## config.mk

```make
export PLATFORM = sky130hd
export DESIGN_NAME = lru_block_buffer_cache_core
export DESIGN_NICKNAME = d
export VERILOG_FILES = /design/src/hw/rtl/lbbc_pkg.sv /design/src/hw/rtl/lru_block_buffer_cache_core.sv /design/src/hw/rtl/lbbc_ctrl.sv /design/src/hw/rtl/lbbc_datapath.sv
export SDC_FILE = /design/constraint.sdc
export NUM_CORES = 2
export LEC_CHECK = 0
export ABC_AREA = 1
export ABC_CLOCK_PERIOD_IN_PS = 14520
export BUFFER_PORTS_ARGS = -buffer_cell sky130_fd_sc_hd__buf_2
export CORE_UTILIZATION = 60
export DETAILED_ROUTE_END_ITERATION = 6
export HOLD_SLACK_MARGIN = 0.12
export PLACE_DENSITY = 0.85
export SETUP_SLACK_MARGIN = 0.05
export SYNTH_ARGS = -nofsm -noshare
export SYNTH_HDL_FRONTEND = slang
export SYNTH_SLANG_ARGS = --single-unit
```

## constraint.sdc

```tcl
create_clock -name i_clk -period 14.52 [get_ports i_clk]
set_clock_uncertainty 0.1 [all_clocks]
set_input_delay 2.904 -clock i_clk [delete_from_list [all_inputs] [get_ports i_clk]]
set_output_delay 2.904 -clock i_clk [all_outputs]
set_load 0.01 [all_outputs]
```

## src/hw/rtl/lbbc_pkg.sv

```systemverilog
// Shared types and constants for the LRU block buffer cache.
package lbbc_pkg;

    localparam int SLOTS  = 16;
    localparam int SLOT_W = $clog2(SLOTS);
    localparam int RANK_W = SLOT_W;

    localparam logic [7:0] REF_MAX = 8'hFF;

    typedef enum logic [1:0] {
        CMD_GET       = 2'd0,
        CMD_RELEASE   = 2'd1,
        CMD_SET_FLAGS = 2'd2,
        CMD_NOP       = 2'd3
    } t_cmd;

    typedef enum logic [1:0] {
        ST_OK      = 2'd0,
        ST_NO_BUF  = 2'd1,
        ST_REL_ERR = 2'd2
    } t_status;

    typedef struct packed {
        logic load;
        logic lookup;
        logic select;
        logic commit;
    } t_dp_cmd;

endpackage

```

## src/hw/rtl/lru_block_buffer_cache_core.sv

```systemverilog
// Top level of the LRU block buffer cache.
// Each request (get, release, set flags or nop) passes through the cycle in which it is
// accepted, the parallel tag compare across all slots, the recency priority select, and the
// update of the slot table, which also loads the result register. The input stall stays high
// from acceptance through the update cycle, so a new request is taken only after the previous
// one has been committed; a waiting result holds the update cycle until the result register is
// free. No clearing pass is needed after reset.
module lru_block_buffer_cache_core (
    input  logic        i_clk,
    input  logic        i_rst_n,
    input  logic        i_in_valid,
    output logic        o_in_stall,
    input  logic [1:0]  i_cmd,
    input  logic [7:0]  i_device,
    input  logic [31:0] i_block_number,
    input  logic [3:0]  i_slot,
    input  logic        i_new_valid,
    input  logic        i_new_dirty,
    output logic        o_out_valid,
    input  logic        i_out_stall,
    output logic [3:0]  o_result_slot,
    output logic        o_hit,
    output logic        o_need_read,
    output logic [7:0]  o_refs_left,
    output logic [1:0]  o_status
);

    lbbc_pkg::t_dp_cmd dp_cmd;

    lbbc_ctrl u_ctrl (
        .i_clk       (i_clk),
        .i_rst_n     (i_rst_n),
        .i_in_valid  (i_in_valid),
        .o_in_stall  (o_in_stall),
        .o_out_valid (o_out_valid),
        .i_out_stall (i_out_stall),
        .o_cmd       (dp_cmd)
    );

    lbbc_datapath u_datapath (
        .i_clk          (i_clk),
        .i_rst_n        (i_rst_n),
        .i_cmd          (dp_cmd),
        .i_req_cmd      (i_cmd),
        .i_device       (i_device),
        .i_block_number (i_block_number),
        .i_slot         (i_slot),
        .i_new_valid    (i_new_valid),
        .i_new_dirty    (i_new_dirty),
        .o_result_slot  (o_result_slot),
        .o_hit          (o_hit),
        .o_need_read    (o_need_read),
        .o_refs_left    (o_refs_left),
        .o_status       (o_status)
    );

endmodule

```

## src/hw/rtl/lbbc_ctrl.sv

```systemverilog
// Request sequencer: steps a request through lookup, select and update.
module lbbc_ctrl (
    input  logic               i_clk,
    input  logic               i_rst_n,
    input  logic               i_in_valid,
    output logic               o_in_stall,
    output logic               o_out_valid,
    input  logic               i_out_stall,
    output lbbc_pkg::t_dp_cmd  o_cmd
);

    typedef enum logic [1:0] {
        S_IDLE,
        S_LOOKUP,
        S_SELECT,
        S_UPDATE
    } t_state;

    t_state r_state;
    logic   r_out_valid;
    logic   r_in_stall;
    logic   accept;
    logic   commit;

    assign accept = (r_state == S_IDLE) && i_in_valid;
    assign commit = (r_state == S_UPDATE) && (!r_out_valid || !i_out_stall);

    always_comb begin
        o_cmd.load   = accept;
        o_cmd.lookup = (r_state == S_LOOKUP);
        o_cmd.select = (r_state == S_SELECT);
        o_cmd.commit = commit;
    end

    assign o_in_stall  = r_in_stall;
    assign o_out_valid = r_out_valid;

    always_ff @(posedge i_clk) begin
        if (!i_rst_n) begin
            r_state     <= S_IDLE;
            r_out_valid <= 1'b0;
            r_in_stall  <= 1'b0;
        end else begin
            case (r_state)
                S_IDLE: begin
                    if (accept) begin
                        r_state    <= S_LOOKUP;
                        r_in_stall <= 1'b1;
                    end
                end
                S_LOOKUP: r_state <= S_SELECT;
                S_SELECT: r_state <= S_UPDATE;
                S_UPDATE: begin
                    if (commit) begin
                        r_state    <= S_IDLE;
                        r_in_stall <= 1'b0;
                    end
                end
                default: r_state <= S_IDLE;
            endcase

            if (commit) begin
                r_out_valid <= 1'b1;
            end else if (r_out_valid && !i_out_stall) begin
                r_out_valid <= 1'b0;
            end
        end
    end

    a_commit_shows: assert property (@(posedge i_clk) disable iff (!i_rst_n)
        commit |=> r_out_valid)
        else $error("result not presented after update");

    a_no_overwrite: assert property (@(posedge i_clk) disable iff (!i_rst_n)
        commit |-> !(r_out_valid && i_out_stall))
        else $error("pending result overwritten");

    a_busy_after_accept: assert property (@(posedge i_clk) disable iff (!i_rst_n)
        (i_in_valid && !o_in_stall) |=> (o_in_stall && r_state == S_LOOKUP))
        else $error("accepted request not in flight");

endmodule

```

## src/hw/rtl/lbbc_datapath.sv

```systemverilog
// Slot table, tag match, recency select and update logic.
module lbbc_datapath (
    input  logic               i_clk,
    input  logic               i_rst_n,
    input  lbbc_pkg::t_dp_cmd  i_cmd,
    input  logic [1:0]         i_req_cmd,
    input  logic [7:0]         i_device,
    input  logic [31:0]        i_block_number,
    input  logic [3:0]         i_slot,
    input  logic               i_new_valid,
    input  logic               i_new_dirty,
    output logic [3:0]         o_result_slot,
    output logic               o_hit,
    output logic               o_need_read,
    output logic [7:0]         o_refs_left,
    output logic [1:0]         o_status
);

    localparam int N  = lbbc_pkg::SLOTS;
    localparam int SW = lbbc_pkg::SLOT_W;
    localparam int RW = lbbc_pkg::RANK_W;

    // request
    lbbc_pkg::t_cmd r_cmd;
    logic [7:0]     r_dev;
    logic [31:0]    r_blk;
    logic [3:0]     r_slot;
    logic           r_nv;
    logic           r_nd;

    // slot table
    logic [7:0]    r_tag_dev [N];
    logic [31:0]   r_tag_blk [N];
    logic [7:0]    r_count   [N];
    logic          r_valid   [N];
    logic          r_dirty   [N];
    logic [RW-1:0] r_rank    [N];

    logic [7:0]    n_tag_dev [N];
    logic [31:0]   n_tag_blk [N];
    logic [7:0]    n_count   [N];
    logic          n_valid   [N];
    logic          n_dirty   [N];
    logic [RW-1:0] n_rank    [N];

    // lookup / select
    logic [N-1:0]  r_match_rank;
    logic [N-1:0]  r_free_rank;
    logic [N-1:0]  n_match_rank;
    logic [N-1:0]  n_free_rank;
    logic [RW-1:0] r_sel_rank;
    logic          r_hit;
    logic          r_found;
    logic [RW-1:0] sel_lo;
    logic [RW-1:0] sel_hi;

    // update
    logic [SW-1:0] sel_idx;
    logic [SW-1:0] tgt;
    logic          in_range;
    logic [7:0]    cnt;
    logic [7:0]    cnt_dec;
    logic [RW-1:0] old_rank;

    logic [3:0]    n_res_slot;
    logic          n_res_hit;
    logic          n_res_nr;
    logic [7:0]    n_res_refs;
    logic [1:0]    n_res_status;

    always_ff @(posedge i_clk) begin
        if (i_cmd.load) begin
            r_cmd  <= lbbc_pkg::t_cmd'(i_req_cmd);
            r_dev  <= i_device;
            r_blk  <= i_block_number;
            r_slot <= i_slot;
            r_nv   <= i_new_valid;
            r_nd   <= i_new_dirty;
        end
    end

    // Match and free vectors reindexed by recency rank.
    always_comb begin
        n_match_rank = '0;
        n_free_rank  = '0;
        for (int i = 0; i < N; i++) begin
            if (r_tag_dev[i] == r_dev && r_tag_blk[i] == r_blk) begin
                n_match_rank[r_rank[i]] = 1'b1;
            end
            if (r_count[i] == 8'd0 && !r_dirty[i]) begin
                n_free_rank[r_rank[i]] = 1'b1;
            end
        end
    end

    always_comb begin
        sel_lo = '0;
        sel_hi = '0;
        for (int r = N - 1; r >= 0; r--) begin
            if (r_match_rank[r]) begin
                sel_lo = RW'(r);
            end
        end
        for (int r = 0; r < N; r++) begin
            if (r_free_rank[r]) begin
                sel_hi = RW'(r);
            end
        end
    end

    always_ff @(posedge i_clk) begin
        if (i_cmd.lookup) begin
            r_match_rank <= n_match_rank;
            r_free_rank  <= n_free_rank;
        end
        if (i_cmd.select) begin
            r_hit      <= |r_match_rank;
            r_found    <= |r_free_rank;
            r_sel_rank <= (|r_match_rank) ? sel_lo : sel_hi;
        end
    end

    always_comb begin
        sel_idx = '0;
        for (int i = 0; i < N; i++) begin
            if (r_rank[i] == r_sel_rank) begin
                sel_idx = SW'(i);
            end
        end
    end

    assign in_range = (int'(r_slot) < N);
    assign tgt      = (r_cmd == lbbc_pkg::CMD_GET) ? sel_idx : SW'(r_slot);
    assign cnt      = r_count[tgt];
    assign cnt_dec  = cnt - 8'd1;
    assign old_rank = r_rank[tgt];

    always_comb begin
        n_tag_dev    = r_tag_dev;
        n_tag_blk    = r_tag_blk;
        n_count      = r_count;
        n_valid      = r_valid;
        n_dirty      = r_dirty;
        n_rank       = r_rank;
        n_res_slot   = '0;
        n_res_hit    = 1'b0;
        n_res_nr     = 1'b0;
        n_res_refs   = '0;
        n_res_status = lbbc_pkg::ST_OK;
        case (r_cmd)
            lbbc_pkg::CMD_GET: begin
                if (r_hit) begin
                    n_count[tgt] = (cnt == lbbc_pkg::REF_MAX) ? cnt : cnt + 8'd1;
                    n_res_slot   = 4'(tgt);
                    n_res_hit    = 1'b1;
                    n_res_nr     = !r_valid[tgt];
                    n_res_refs   = n_count[tgt];
                end else if (r_found) begin
                    n_tag_dev[tgt] = r_dev;
                    n_tag_blk[tgt] = r_blk;
                    n_valid[tgt]   = 1'b0;
                    n_dirty[tgt]   = 1'b0;
                    n_count[tgt]   = 8'd1;
                    n_res_slot     = 4'(tgt);
                    n_res_nr       = 1'b1;
                    n_res_refs     = 8'd1;
                end else begin
                    n_res_status = lbbc_pkg::ST_NO_BUF;
                end
            end
            lbbc_pkg::CMD_RELEASE: begin
                n_res_slot = r_slot;
                if (!in_range || cnt == 8'd0) begin
                    n_res_status = lbbc_pkg::ST_REL_ERR;
                end else begin
                    n_count[tgt] = cnt_dec;
                    n_res_refs   = cnt_dec;
                    if (cnt_dec == 8'd0) begin
                        // drop to zero: move slot to the front
                        for (int i = 0; i < N; i++) begin
                            if (r_rank[i] < old_rank) begin
                                n_rank[i] = r_rank[i] + RW'(1);
                            end
                        end
                        n_rank[tgt] = '0;
                    end
                end
            end
            lbbc_pkg::CMD_SET_FLAGS: begin
                n_res_slot = r_slot;
                if (in_range) begin
                    n_valid[tgt] = r_nv;
                    n_dirty[tgt] = r_nd;
                    n_res_refs   = cnt;
                end
            end
            lbbc_pkg::CMD_NOP: begin
                n_res_slot = '0;
            end
            default: begin
                n_res_slot = '0;
            end
        endcase
    end

    always_ff @(posedge i_clk) begin
        if (!i_rst_n) begin
            for (int i = 0; i < N; i++) begin
                r_tag_dev[i] <= '0;
                r_tag_blk[i] <= '0;
                r_count[i]   <= '0;
                r_valid[i]   <= 1'b0;
                r_dirty[i]   <= 1'b0;
                r_rank[i]    <= RW'(N - 1 - i);
            end
        end else if (i_cmd.commit) begin
            r_tag_dev <= n_tag_dev;
            r_tag_blk <= n_tag_blk;
            r_count   <= n_count;
            r_valid   <= n_valid;
            r_dirty   <= n_dirty;
            r_rank    <= n_rank;
        end
    end

    always_ff @(posedge i_clk) begin
        if (i_cmd.commit) begin
            o_result_slot <= n_res_slot;
            o_hit         <= n_res_hit;
            o_need_read   <= n_res_nr;
            o_refs_left   <= n_res_refs;
            o_status      <= n_res_status;
        end
    end

endmodule

```

==> qor.csv <==
metric,value,unit
part of the power in the clock network,0.292,
kind of critical path,flip-flop to flip-flop,
clock tree sinks,970,
sequential fraction of the synthesis area,0.363,
final-report hold violation count,0,
Fill cells,7889,
clock tree from TritonCTS,done,
switching power summed over all nets,4070,uW
clock root buffer,sky130_fd_sc_hd__clkbuf_16,
worst supply voltage drop on vdd,130,uV
total wire length after detailed routing,219000,um
average vias per placed instance,6.53,
number of instances in the synthesized netlist,7993,
number of setup violations in the final report,0,
RSZ-0062 raised after global routing,false,
number of buffers between clock root and the deepest sink,3,
io pins,70,
cts hold-fix bufs,0,
die height,308,um
"commonest cells after routing, fill and taps aside","sky130_fd_sc_hd__nand2_1 (1458), sky130_fd_sc_hd__dfxtp_1 (868), sky130_fd_sc_hd__a21oi_1 (796)",
transition at the pin with the smallest max-transition slack,1.38,ns
Placement Rows,111,
power share of the combinational group,0.394,
most area-consuming cells after synthesis,"sky130_fd_sc_hd__dfxtp_1 (31%), sky130_fd_sc_hd__nand2_1 (9.8%), sky130_fd_sc_hd__a21oi_1 (7.1%), sky130_fd_sc_hd__nand3_1 (5.5%), sky130_fd_sc_hd__edfxtp_1 (5.4%)",
final core area utilization,0.654,
number of gates on the worst path with buffers counted,28,
number of buffer cells added on primary ports,69,
wire length on met2,91200,um
ratio of cells with drive above 1 in the final layout,0.0657,
area occupied by registers,0.0204,sq mm
CP max-delay cell,sky130_fd_sc_hd__inv_2,
Worst Path Buf+Inv,9,
total via count after detailed routing,58840,
switching power as a share of total power,0.433,
wire length of the first global-routing pass,325000,um
Tcrit/Tclk final,0.505,
# DRC,54,
max_cap viols,0,
run status,finished with violations,
"critical path fanouts, max",68,
largest incremental delay on the critical path,0.76,ns
ratio of total power to cell area,156,mW/mm^2
DR WL/cell,24.3,um
leftover overflow at the end of global routing,0,
detailed router's first-iteration violation count,9555,
area of the die,0.0950,sq mm
leakage dissipation,0.0244,uW
Unique masters post-synth,57,
initial antenna violation count,1,
Syn. warnings,0,
most common flop cell mapped by yosys,sky130_fd_sc_hd__dfxtp_1,
Sequential Power Share,0.315,
average instance area after synthesis,7.04,sq um
Min-Delay Path Depth,2,
"commonest non-fill, non-tap cell in the layout",sky130_fd_sc_hd__nand2_1,
Clock Latency Late Sink,0.73,ns
vias in the first global route,54236,
number of enable-type register cells in the synthesized netlist,102,
Internal Dissipation,5320,uW
number of H-tree branching levels,3,
total area of multi-input combinational cells,0.0313,sq mm
Fmax,0.136,GHz
Critical Path Sink Type,flip-flop,
total met3 wirelength after detailed routing,29000,um
violated checks,DRC,
cell mode on critical path,sky130_fd_sc_hd__nand2_1,
number of search-and-repair iterations in the first detailed-routing pass,7,
routability congestion estimate,1.07,
"Data arrival, critical path",7.77,ns
Post-synth ARST share,0,
cell accounting for the most synthesized area,sky130_fd_sc_hd__dfxtp_1,
data required time at the worst endpoint,14.96,ns
maximum number of pins on one net before global-route repair,223,
setup tns final,0,ns
combined global-route utilization of all metal layers,0.446,
top-area cell type share of the netlist area,0.309,
Nets,7856,
total CTS buffers,100,
Worst R2R Path Depth,28,
Post-DP HPWL,141000,um
critical path's top delay family,buffers and inverters,
Syn Nets,8170,
minimum clock period,7.33,ns
worst slew margin relative to its limit,0.0778,
"Clk pin slew, worst setup/hold paths",0.06,ns
floorplan die width,308,um
routed metal-1 wire length,79000,um
Initial Utilization,0.610,
CTS resizes,0,
total inserted antenna cells,0,
max-slew violation total from the final report,0,
Core Region,0.0922,sq mm
Post-CTS Setup Bufs,0,
DRT antenna net count,0,
number of register bits inferred by synthesis,970,
combined area of all synthesized cells,0.0563,sq mm
highest metal layer with signal wires,met5,
type of the worst min-delay path,flip-flop to flip-flop,
Area growth syn-to-layout,7.10,%
element type at the critical path start,flip-flop,
==> cell usage after synthesis, drive strengths merged (16+ instances only) <==
cell    count
o22ai     339
inv       519
nand3     623
xnor2     277
edfxtp    102
ha        125
nand4     180
nand2    1487
buf       181
nor2      824
nor3       46
dfxtp     868
nor4      167
o21ai     586
xor2      314
a21oi     797
clkbuf    449
o211ai     16
==> tightest hold or removal path: cells and delay by family, from the launching register on <==
| kind | cells | cell delay (ns) |
|---|---|---|
| buffers and inverters | 1 | 0.06 |
| AO/OA/AOI/OAI | 1 | 0.05 |
| flip-flops | 1 | 0.31 |
==> metrics by stage <==
stage | std cells | power [uW] | hold slack, ns | worst slack [ns] | cell area (sq um)
floorplan | 7993 | 5270 | 0.324 | 9.34 | 56300
global placement | 8820 | 6430 | 0.352 | 7.62 | 56800
detailed placement | 8820 | 6470 | 0.359 | 7.45 | 56800
CTS | 9010 | 9170 | 0.368 | 7.41 | 60300
global route | 9010 | 9640 | 0.380 | 6.86 | 60300
finish | 9010 | 9390 | 0.367 | 7.19 | 60300
==> path summary, 6_finish.rpt <==
| kind | startpoint | end | slack, ns |
|---|---|---|---|
| worst min register to register | u_datapath.r_tag_blk[228] | u_datapath.r_tag_blk[228] | 0.37 |
| worst min-delay path | u_datapath.r_tag_blk[228] | u_datapath.r_tag_blk[228] | 0.37 |
| worst max register to register | u_datapath.r_cmd[0] | u_datapath.r_rank[20] | 7.19 |
| worst max-delay path | u_datapath.r_cmd[0] | u_datapath.r_rank[20] | 7.19 |
==> state kept, by name, summed over array words and instances, names as in the netlist, 32 cells and up <==
name and cells:
u_datapath.r_blk 32, u_datapath.r_tag_blk 512, u_datapath.r_rank 64, u_datapath.r_count 128
u_datapath.r_tag_dev 128
==> routing by layer <==
metal  up-vias  GRT usage
li1      26248          -
met4         6      0.344
met2      4431      0.661
met1     27086      0.546
met3      1069      0.122
met5         -     0.0124
==> power by group through the flow <==
stage               combinational, uW  sequential (uW)  clock, uW
floorplan                        2320             2950          0
global placement                 3430             3000          0
detailed placement               3470             3010          0
CTS                              3490             2950       2730
global route                     3840             2960       2840
finish                           3700             2950       2740
==> logic make-up (layout without fill, tap and decap cells) <==
| kind of cell | after synthesis | count (layout) | share of synthesized area |
|---|---|---|---|
| adder cells (fa/ha/maj) | 125 | 125 | 0.0278 |
| AO/OA/AOI/OAI | 1786 | 1786 | 0.173 |
| flip-flops | 970 | 970 | 0.363 |
| XOR/XNOR | 591 | 591 | 0.0920 |
| buffers and inverters | 1157 | 931 | 0.0832 |
| AND/OR/NAND/NOR | 3364 | 3364 | 0.261 |
==> layout make-up <==
| type | count | area share |
|---|---|---|
| Clock buffer | 151 | 0.0501 |
| Clock inverter | 39 | 0.00797 |
| Inverter | 527 | 0.0330 |
| Multi-Input combinational cell | 5866 | 0.520 |
| Sequential cell | 970 | 0.339 |
| Tap cell | 1243 | 0.0258 |
| Timing Repair Buffer | 214 | 0.0242 |
(Power assumes the default switching activity.)
